`src/hw/rtl/tftprs_pkg.sv`:
```
package tftprs_pkg;

   localparam logic [15:0] OP_DATA  = 16'd3;
   localparam logic [15:0] OP_ERROR = 16'd5;

   localparam logic [9:0]  FULL_BLOCK_LEN_RESET = 10'd512;
   localparam int          OBUF_DEPTH = 2;

   typedef enum logic [1:0] {
      PH_IDLE  = 2'd0,
      PH_FIRST = 2'd1,
      PH_RUN   = 2'd2,
      PH_END   = 2'd3
   } phase_type;

   typedef enum logic [1:0] {
      PK_ACK  = 2'd0,
      PK_ERR  = 2'd1,
      PK_NONE = 2'd2
   } pkt_kind_type;

   typedef enum logic [1:0] {
      OC_ONGOING   = 2'd0,
      OC_COMPLETED = 2'd1,
      OC_REPORTED  = 2'd2
   } outcome_type;

   typedef enum logic {
      KIND_START  = 1'b0,
      KIND_PACKET = 1'b1
   } item_kind_type;

   typedef struct packed {
      item_kind_type kind;
      logic [15:0]   opcode;
      logic [15:0]   rx_block;
      logic [15:0]   source_port;
      logic [9:0]    payload_len;
   } item_type;

   typedef struct packed {
      pkt_kind_type packet_kind;
      logic [15:0]  ack_block;
      logic [15:0]  dest_port;
      logic         write_payload;
      outcome_type  outcome;
      logic [15:0]  retries;
      logic         last;
   } result_type;

   // num: words pushed this cycle (0, 1 or 2)
   typedef struct packed {
      logic [1:0] num;
      result_type res0;
      result_type res1;
   } push_type;

endpackage

```
`src/hw/rtl/tftprs_csr.sv`:
```
module tftprs_csr
   import tftprs_pkg::*;
(
   input  logic        clock,
   input  logic        reset,
   input  logic        csr_psel,
   input  logic        csr_penable,
   input  logic        csr_pwrite,
   input  logic [2:0]  csr_paddr,
   input  logic [31:0] csr_pwdata,
   output logic [31:0] csr_prdata,
   output logic        csr_pready,
   output logic [9:0]  full_block_len
);

   logic [9:0] full_block_len_ff;
   logic [9:0] full_block_len_in;
   logic       wr_en;

   assign csr_pready = 1'b1;
   assign wr_en = csr_psel && csr_penable && csr_pwrite && csr_pready && !csr_paddr[2];

   always_comb begin
      full_block_len_in = full_block_len_ff;
      if (wr_en) begin
         full_block_len_in = csr_pwdata[9:0];
      end
   end

   always_ff @(posedge clock) begin
      if (reset) begin
         full_block_len_ff <= FULL_BLOCK_LEN_RESET;
      end else begin
         full_block_len_ff <= full_block_len_in;
      end
   end

   assign csr_prdata = csr_paddr[2] ? 32'd0 : {22'd0, full_block_len_ff};
   assign full_block_len = full_block_len_ff;

endmodule

```
`src/hw/rtl/tftprs_core.sv`:
```
module tftprs_core
   import tftprs_pkg::*;
(
   input  logic       clock,
   input  logic       reset,
   input  logic [9:0] full_block_len,
   input  logic       item_valid,
   input  item_type   item,
   input  logic [1:0] room,
   output logic       take,
   output push_type   push
);

   phase_type   phase_ff, phase_in;
   logic [15:0] peer_port_ff, peer_port_in;
   logic [15:0] expected_block_ff, expected_block_in;
   logic [15:0] retry_count_ff, retry_count_in;

   logic        is_short;
   logic        is_data;
   logic        is_error;
   logic        stray;
   logic        in_order;
   logic [15:0] prev_block;
   logic [1:0]  need;
   result_type  res0;
   result_type  res1;

   assign is_short   = item.payload_len < full_block_len;
   assign is_data    = item.opcode == OP_DATA;
   assign is_error   = item.opcode == OP_ERROR;
   assign stray      = item.source_port != peer_port_ff;
   assign in_order   = item.rx_block == expected_block_ff;
   assign prev_block = expected_block_ff - 16'd1;

   always_comb begin
      if (item.kind == KIND_START) begin
         need = 2'd0;
      end else if (phase_ff == PH_RUN && stray) begin
         need = 2'd2;
      end else begin
         need = 2'd1;
      end
   end

   assign take = item_valid && (need <= room);

   // next phase
   always_comb begin
      phase_in = phase_ff;
      if (take) begin
         if (item.kind == KIND_START) begin
            phase_in = PH_FIRST;
         end else begin
            case (phase_ff)
               PH_FIRST: begin
                  if (is_data) begin
                     phase_in = is_short ? PH_END : PH_RUN;
                  end else if (is_error) begin
                     phase_in = PH_END;
                  end
               end
               PH_RUN: begin
                  if (!stray) begin
                     if (is_data && in_order && is_short) begin
                        phase_in = PH_END;
                     end else if (is_error) begin
                        phase_in = PH_END;
                     end
                  end
               end
               default: phase_in = phase_ff;
            endcase
         end
      end
   end

   // session data and result words
   always_comb begin
      peer_port_in      = peer_port_ff;
      expected_block_in = expected_block_ff;
      retry_count_in    = retry_count_ff;

      if (item.kind == KIND_START) begin
         peer_port_in      = 16'd0;
         expected_block_in = 16'd0;
         retry_count_in    = 16'd0;
      end else if (phase_ff == PH_FIRST && is_data) begin
         peer_port_in = item.source_port;
         if (!is_short) begin
            expected_block_in = 16'd2;
         end
      end else if (phase_ff == PH_RUN && !stray && is_data) begin
         if (in_order) begin
            if (!is_short) begin
               expected_block_in = expected_block_ff + 16'd1;
            end
         end else if (retry_count_ff != 16'hFFFF) begin
            retry_count_in = retry_count_ff + 16'd1;
         end
      end

      res0.packet_kind   = PK_NONE;
      res0.ack_block     = 16'd0;
      res0.dest_port     = 16'd0;
      res0.write_payload = 1'b0;
      res0.outcome       = OC_ONGOING;
      res0.retries       = retry_count_in;
      res0.last          = 1'b1;

      res1.packet_kind   = PK_ACK;
      res1.ack_block     = prev_block;
      res1.dest_port     = peer_port_ff;
      res1.write_payload = 1'b0;
      res1.outcome       = OC_ONGOING;
      res1.retries       = retry_count_in;
      res1.last          = 1'b1;

      case (phase_ff)
         PH_FIRST: begin
            if (is_data) begin
               res0.packet_kind   = PK_ACK;
               res0.ack_block     = 16'd1;
               res0.dest_port     = item.source_port;
               res0.write_payload = 1'b1;
               res0.outcome       = is_short ? OC_COMPLETED : OC_ONGOING;
            end else if (is_error) begin
               res0.outcome = OC_REPORTED;
            end
         end
         PH_RUN: begin
            if (stray) begin
               res0.packet_kind = PK_ERR;
               res0.dest_port   = item.source_port;
               res0.last        = 1'b0;
            end else if (is_data) begin
               res0.packet_kind = PK_ACK;
               res0.dest_port   = peer_port_ff;
               if (in_order) begin
                  res0.ack_block     = expected_block_ff;
                  res0.write_payload = 1'b1;
                  res0.outcome       = is_short ? OC_COMPLETED : OC_ONGOING;
               end else begin
                  res0.ack_block = prev_block;
               end
            end else if (is_error) begin
               res0.outcome = OC_REPORTED;
            end
         end
         default: res0.packet_kind = PK_NONE;
      endcase

      push.num  = take ? need : 2'd0;
      push.res0 = res0;
      push.res1 = res1;
   end

   always_ff @(posedge clock) begin
      if (reset) begin
         phase_ff          <= PH_IDLE;
         peer_port_ff      <= 16'd0;
         expected_block_ff <= 16'd0;
         retry_count_ff    <= 16'd0;
      end else begin
         phase_ff <= phase_in;
         if (take) begin
            peer_port_ff      <= peer_port_in;
            expected_block_ff <= expected_block_in;
            retry_count_ff    <= retry_count_in;
         end
      end
   end

endmodule

```
`src/hw/rtl/tftprs_obuf.sv`:
```
module tftprs_obuf
   import tftprs_pkg::*;
(
   input  logic       clock,
   input  logic       reset,
   input  push_type   push,
   output logic [1:0] room,
   input  logic       rsp_tready,
   output logic       rsp_tvalid,
   output result_type head
);

   logic [1:0] count_ff, count_in;
   result_type entry_ff [OBUF_DEPTH];
   result_type entry_in [OBUF_DEPTH];
   logic       pop;
   logic [1:0] kept;

   assign pop = (count_ff != 2'd0) && rsp_tready;

   always_comb begin
      entry_in[0] = entry_ff[0];
      entry_in[1] = entry_ff[1];
      kept = count_ff - {1'b0, pop};
      if (pop) begin
         entry_in[0] = entry_ff[1];
      end
      if (push.num != 2'd0) begin
         if (kept == 2'd0) begin
            entry_in[0] = push.res0;
         end else begin
            entry_in[1] = push.res0;
         end
      end
      if (push.num == 2'd2) begin
         entry_in[1] = push.res1;
      end
      count_in = kept + push.num;
   end

   always_ff @(posedge clock) begin
      if (reset) begin
         count_ff <= 2'd0;
      end else begin
         count_ff <= count_in;
      end
   end

   always_ff @(posedge clock) begin
      entry_ff[0] <= entry_in[0];
      entry_ff[1] <= entry_in[1];
   end

   assign room       = 2'(OBUF_DEPTH) - count_ff;
   assign rsp_tvalid = count_ff != 2'd0;
   assign head       = entry_ff[0];

endmodule

```
`src/hw/rtl/tftp_receive_session.sv`:
```
// TFTP read-transfer receiver, client side.
// req channel: one word per received packet header or session start.
//   req_tuser selects start (0) or packet (1); req_tdata carries the header.
// rsp channel: zero, one or two words per req word; rsp_tlast marks the
//   final word belonging to a packet. A start word produces no rsp word.
// csr port: full_block_len at byte address 0 (reset 512).
// Path: a req word is registered in the input register at acceptance,
//   then written by the decoder into a two-word output buffer, from which
//   its first rsp word is presented.
// Throughput: one req word per cycle while rsp_tready stays high; a
//   stray-port packet yields two rsp words, waits until the buffer is empty,
//   and its two words then hold back the next req word.
// When rsp_tready is low the buffer fills, then the input register holds,
//   then req_tready drops; nothing is lost or repeated.
// Reset: session idle, peer port, expected block and retry count cleared,
//   buffers empty, full_block_len back to 512.
module tftp_receive_session
   import tftprs_pkg::*;
(
   input  logic        clock,
   input  logic        reset,
   input  logic        req_tvalid,
   output logic        req_tready,
   // [15:0] opcode, [31:16] rx_block, [47:32] source_port, [57:48] payload_len
   input  logic [63:0] req_tdata,
   // [0] kind
   input  logic        req_tuser,
   output logic        rsp_tvalid,
   input  logic        rsp_tready,
   // [15:0] ack_block, [31:16] dest_port, [32] write_payload, [34:33] outcome,
   // [50:35] retries
   output logic [55:0] rsp_tdata,
   // [1:0] packet_kind
   output logic [1:0]  rsp_tuser,
   output logic        rsp_tlast,
   input  logic        csr_psel,
   input  logic        csr_penable,
   input  logic        csr_pwrite,
   input  logic [2:0]  csr_paddr,
   input  logic [31:0] csr_pwdata,
   output logic [31:0] csr_prdata,
   output logic        csr_pready
);

   logic       item_valid_ff, item_valid_in;
   item_type   item_ff, item_in;
   logic       take;
   logic       req_fire;
   logic [1:0] room;
   logic [9:0] full_block_len;
   push_type   push;
   result_type head;

   tftprs_csr u_csr (
      .clock          (clock),
      .reset          (reset),
      .csr_psel       (csr_psel),
      .csr_penable    (csr_penable),
      .csr_pwrite     (csr_pwrite),
      .csr_paddr      (csr_paddr),
      .csr_pwdata     (csr_pwdata),
      .csr_prdata     (csr_prdata),
      .csr_pready     (csr_pready),
      .full_block_len (full_block_len)
   );

   assign req_tready = !item_valid_ff || take;
   assign req_fire   = req_tvalid && req_tready;

   always_comb begin
      item_in.kind        = item_kind_type'(req_tuser);
      item_in.opcode      = req_tdata[15:0];
      item_in.rx_block    = req_tdata[31:16];
      item_in.source_port = req_tdata[47:32];
      item_in.payload_len = req_tdata[57:48];
      item_valid_in = req_fire || (item_valid_ff && !take);
   end

   always_ff @(posedge clock) begin
      if (reset) begin
         item_valid_ff <= 1'b0;
      end else begin
         item_valid_ff <= item_valid_in;
      end
   end

   always_ff @(posedge clock) begin
      if (req_fire) begin
         item_ff <= item_in;
      end
   end

   tftprs_core u_core (
      .clock          (clock),
      .reset          (reset),
      .full_block_len (full_block_len),
      .item_valid     (item_valid_ff),
      .item           (item_ff),
      .room           (room),
      .take           (take),
      .push           (push)
   );

   tftprs_obuf u_obuf (
      .clock      (clock),
      .reset      (reset),
      .push       (push),
      .room       (room),
      .rsp_tready (rsp_tready),
      .rsp_tvalid (rsp_tvalid),
      .head       (head)
   );

   assign rsp_tdata = {5'd0, head.retries, head.outcome, head.write_payload,
                       head.dest_port, head.ack_block};
   assign rsp_tuser = head.packet_kind;
   assign rsp_tlast = head.last;

endmodule
```
`config.mk`:
```
export PLATFORM = sky130hd
export DESIGN_NAME = tftp_receive_session
export DESIGN_NICKNAME = d
export VERILOG_FILES = /design/src/hw/rtl/tftprs_pkg.sv /design/src/hw/rtl/tftprs_csr.sv /design/src/hw/rtl/tftprs_core.sv /design/src/hw/rtl/tftprs_obuf.sv /design/src/hw/rtl/tftp_receive_session.sv
export SDC_FILE = /design/constraint.sdc
export NUM_CORES = 1
export LEC_CHECK = 0
export ABC_AREA = 1
export ABC_CLOCK_PERIOD_IN_PS = 4000
export BUFFER_PORTS_ARGS = -buffer_cell sky130_fd_sc_hd__buf_2
export CORE_ASPECT_RATIO = 0.5
export CORE_MARGIN = 2
export CORE_UTILIZATION = 57
export CTS_CLUSTER_DIAMETER = 50
export DETAILED_ROUTE_END_ITERATION = 10
export GPL_TIMING_DRIVEN = 0
export PLACE_DENSITY = 0.9
export SYNTH_ARGS = -nofsm -noshare
export SYNTH_HDL_FRONTEND = slang
export SYNTH_SLANG_ARGS = --single-unit
```
`constraint.sdc`:
```
create_clock -name clock -period 4 [get_ports clock]
set_clock_uncertainty 0.15 [all_clocks]
set_input_delay 0.8 -clock clock [delete_from_list [all_inputs] [get_ports clock]]
set_output_delay 0.8 -clock clock [all_outputs]
set_load 0.01 [all_outputs]
```
==> run_summary.xml <==
<?xml version="1.0" encoding="UTF-8"?>
<metrics>
  <group name="outcome">
    <metric name="run_status" unit="">finished clean</metric>
  </group>
  <group name="timing">
    <metric name="timing.final.setup_violations" unit="">0</metric>
    <metric name="timing.final.max_slew_violations" unit="">0</metric>
    <metric name="report.final.hold_viol_count" unit="">0</metric>
    <metric name="setup_tns" unit="ps">0</metric>
    <metric name="grt_setup_unrepaired" unit="">yes</metric>
    <metric name="timing.final.crit_share" unit="%">95.7</metric>
    <metric name="post_layout_min_period" unit="ps">3830</metric>
    <metric name="achievable-frequency" unit="GHz">0.261</metric>
    <metric name="final_worst_setup_slack" unit="ps">174</metric>
    <metric name="max_slew.worst_pin.slew" unit="ps">718</metric>
    <metric name="maxSlewHeadroom" unit="%">52.1</metric>
    <metric name="finalHoldWorstSlack" unit="ps">284</metric>
  </group>
  <group name="synth">
    <metric name="flop_and_latch_count_out_of_synthesis" unit="">230</metric>
    <metric name="synth.most_common_cell" unit="">nand2_1</metric>
    <metric name="yosysWarningCount" unit="">0</metric>
    <metric name="most_used_dff_post_synth" unit="">dfxtp_1</metric>
    <metric name="ys_seq_area_share" unit="%">46.7</metric>
    <metric name="syn-instance-count" unit="">1577</metric>
    <metric name="yosysTopAreaCell" unit="">edfxtp_1</metric>
    <metric name="mean_area_per_synthesized_cell" unit="sq um">7.71</metric>
    <metric name="synth_common_cells" unit="">nand2_1, inv_1, nor2_1, dfxtp_1</metric>
    <metric name="synth.area.top_cells" unit="">edfxtp_1, dfxtp_1, nand2_1</metric>
    <metric name="synth_edf_count" unit="">107</metric>
    <metric name="synthArstFlopShare" unit="%">0</metric>
    <metric name="synthDominantCellAreaShare" unit="%">26.4</metric>
    <metric name="post_synth_instance_area" unit="sq um">12200</metric>
    <metric name="synth_cell_type_count" unit="">41</metric>
  </group>
  <group name="pwr">
    <metric name="finalPower" unit="mW">7.67</metric>
    <metric name="powerDensity" unit="nW/um^2">543</metric>
    <metric name="netSwitchingFraction" unit="%">32.0</metric>
    <metric name="intPower" unit="mW">5.22</metric>
    <metric name="pwr-share-comb" unit="%">29.1</metric>
    <metric name="netSwitchingPower" unit="mW">2.46</metric>
    <metric name="clock_power_share" unit="%">29.4</metric>
    <metric name="p_leak" unit="nW">6.23</metric>
    <metric name="p_seq_share" unit="%">41.5</metric>
    <metric name="power.ir.vdd_worst" unit="V">0.000295</metric>
  </group>
  <group name="cts">
    <metric name="cts_root_buf" unit="">clkbuf_16</metric>
    <metric name="cts.path.max_buffers" unit="">3</metric>
    <metric name="clock_sinks" unit="">230</metric>
    <metric name="cts_setup_buffers" unit="">0</metric>
    <metric name="numCtsBuffers" unit="">22</metric>
    <metric name="worst_setup_hold_path_clk_slew" unit="ps">70</metric>
    <metric name="post_cts_hold_buffer_count" unit="">0</metric>
    <metric name="clock_tree_from_tritoncts" unit="">done</metric>
    <metric name="htreeDepth" unit="">1</metric>
    <metric name="worstSkewPairLatency" unit="ps">520</metric>
  </group>
  <group name="place">
    <metric name="detailedPlacementHpwl" unit="microns">23800</metric>
    <metric name="postPlaceCellArea" unit="sq um">13300</metric>
    <metric name="place_congestion" unit="">0.952</metric>
    <metric name="dpl_worst_slack" unit="ps">-637</metric>
    <metric name="port_buffers" unit="">142</metric>
    <metric name="placed_cells" unit="">2019</metric>
  </group>
  <group name="critical_path">
    <metric name="cell_chain_critical_path" unit="">inv_1, nand2_1, nand2_1, nor2_1, nand2_1, nor2_4, nand2_1, nand2_2, nor2_2, ha_1, inv_1, o21bai_1, nand2_1, nand2_1, nor2_4, inv_1, nor2_2, nor2_4, inv_2, clkbuf_1, o21ai_0</metric>
    <metric name="start_kind" unit="">flop</metric>
    <metric name="critPathMaxStageDelay" unit="ps">470</metric>
    <metric name="critical_path_class" unit="">flop to flop</metric>
    <metric name="timing.reg2reg.setup_slack" unit="ps">170</metric>
    <metric name="crit_fanout" unit="">10</metric>
    <metric name="critPathMostFrequentCell" unit="">nand2_1</metric>
    <metric name="crit_path_start" unit="">item_ff[11]$_DFFE_PP_</metric>
    <metric name="critical_path.reg2reg.startpoint" unit="">item_ff[11]$_DFFE_PP_</metric>
    <metric name="cp_data_arrival_time" unit="ps">4050</metric>
    <metric name="setup.worst_path.end_class" unit="">flop</metric>
    <metric name="worst-endpoint-required" unit="ps">4220</metric>
    <metric name="critical-path-slowest-cell" unit="">clkbuf_1</metric>
  </group>
  <group name="hold_path">
    <metric name="hold_class" unit="">flop to flop</metric>
    <metric name="worstHoldStart" unit="">u_obuf.entry_ff[0][54]$_SDFFE_PP1P_</metric>
  </group>
  <group name="global_routing">
    <metric name="grt_pass1_wl" unit="microns">50900</metric>
    <metric name="antenna_violations_before_repair" unit="">0</metric>
    <metric name="grt_max_degree" unit="">54</metric>
    <metric name="gr-usage-met1" unit="%">39.8</metric>
    <metric name="globalRouteTotalUtil" unit="%">28.7</metric>
    <metric name="vias_in_the_first_global_route" unit="">9979</metric>
    <metric name="grt.met2_usage" unit="%">45.8</metric>
    <metric name="grt_overflow" unit="">0</metric>
    <metric name="grt.met3_usage" unit="%">7.26</metric>
    <metric name="gr_busiest_metal" unit="">met2</metric>
  </group>
  <group name="routing">
    <metric name="dr.pass1.iters" unit="">7</metric>
    <metric name="antenna_violating_nets_post_route" unit="">0</metric>
    <metric name="routed_wl" unit="microns">33100</metric>
    <metric name="detail_route.wl_per_cell" unit="microns">16.1</metric>
    <metric name="drtIter0Drc" unit="">1285</metric>
    <metric name="drc_errors" unit="">0</metric>
    <metric name="vias" unit="">11116</metric>
    <metric name="viasPerCell" unit="">5.40</metric>
  </group>
  <group name="layout">
    <metric name="antenna-diode-count" unit="">0</metric>
    <metric name="final_cells" unit="">2059</metric>
    <metric name="fin_area" unit="sq um">14100</metric>
    <metric name="finish.utilization" unit="%">68.1</metric>
    <metric name="areaGrowthSynthToFinish" unit="%">16.3</metric>
    <metric name="nFillCells" unit="">1662</metric>
    <metric name="fin_nets" unit="">1896</metric>
    <metric name="share_of_post_route_cells_with_drive_strength_above_1" unit="%">19.0</metric>
  </group>
  <group name="flow_run">
    <metric name="max-cap-violations" unit="">0</metric>
  </group>
  <group name="die">
    <metric name="die-area" unit="sq um">22600</metric>
    <metric name="die-width" unit="microns">211</metric>
    <metric name="core.rowCount" unit="">37</metric>
    <metric name="floorplan.io_pins" unit="">201</metric>
    <metric name="placeableCoreArea" unit="sq um">20700</metric>
    <metric name="chipHeight" unit="microns">107</metric>
    <metric name="initial_util" unit="%">58.6</metric>
  </group>
</metrics>
final cells by class:
class	instances	area [sq um]	area share (%)
Buffer	150	952	6.74
Clock buffer	29	638	4.51
Clock inverter	11	140	0.991
Inverter	162	614	4.35
Multi-Input combinational cell	1061	5040	35.7
Sequential cell	230	5680	40.2
Tap cell	273	342	2.42
Timing Repair Buffer	143	731	5.17
path summary, 6_finish.rpt:
| kind | to | cells after the start |
|---|---|---|
| worst max-delay path | u_obuf.entry_ff[0][18]$_DFF_P_ | 21 |
| worst min-delay path | u_obuf.entry_ff[0][54]$_SDFFE_PP1P_ | 2 |
| worst max register to register | u_obuf.entry_ff[0][18]$_DFF_P_ | 21 |
| worst min register to register | u_obuf.entry_ff[0][54]$_SDFFE_PP1P_ | 2 |
worst max-delay path: cells and delay by family, from the launching register on:
family                     cells  cell delay (ps)
buffers and inverters          5              890
and+or+nand+nor               13             1550
adders and majority gates      1              340
AOI/OAI and AO/OA              2              310
DFF                            1              430
what timing repair did:
item | in CTS | in global routing
gates cloned | 0 | 1
gates resized for setup | 2 | 6
setup endpoints to repair | 67 | 21
pin swaps | 0 | 1
sequential cells by signal (all words and copies together), names as in the netlist:
register	count
u_core.expected_block_ff	16
u_csr.full_block_len	10
u_core.peer_port_ff	16
u_core.phase_ff	2
u_obuf.entry_ff	108
u_core.retry_count_ff	16
item_valid_ff	1
item_ff	59
u_obuf.count_ff	2
logic make-up (layout without fill, tap and decap cells):
logic type | Yosys count | in the layout | share of synthesized area [%]
compound gates | 235 | 235 | 10.6
fa+ha+maj | 19 | 19 | 1.96
flops | 230 | 230 | 46.7
buf+inv | 313 | 495 | 12.8
xor+xnor | 23 | 23 | 1.66
other cells | 2 | 28 | 0.0618
simple gates | 755 | 756 | 26.2
cells in the final DEF, fill, tap and decap left out, drive strengths merged, types with 5 or more instances in the layout:
master  count
nand2     469
buf       258
inv       161
nor2      138
dfxtp     123
nand3     108
edfxtp    107
a21oi      95
o21ai      91
clkbuf     64
conb       28
nor3       23
xor2       21
ha         19
o22ai      18
o211ai     15
o21a       10
nand4       9
clkinv      6
nor4        5
power groups by stage:
stage / Sequential (mW) / Combinational (mW) / Clock, mW
after floorplan: 3.14 / 1.55 / 0
after global placement: 3.21 / 2.10 / 0
after detailed placement: 3.22 / 2.17 / 0
after CTS: 3.18 / 2.20 / 2.26
after global routing: 3.22 / 2.46 / 2.36
final: 3.19 / 2.23 / 2.26
routing by layer:
layer	wire, microns	share of wire (%)	vias to the layer above
met5	0	0	-
met4	636	1.9	0
met3	4000	12	61
met2	14500	44	643
met1	14000	42	5010
li1	-	-	5402
Power figures use the tool's default switching activity.
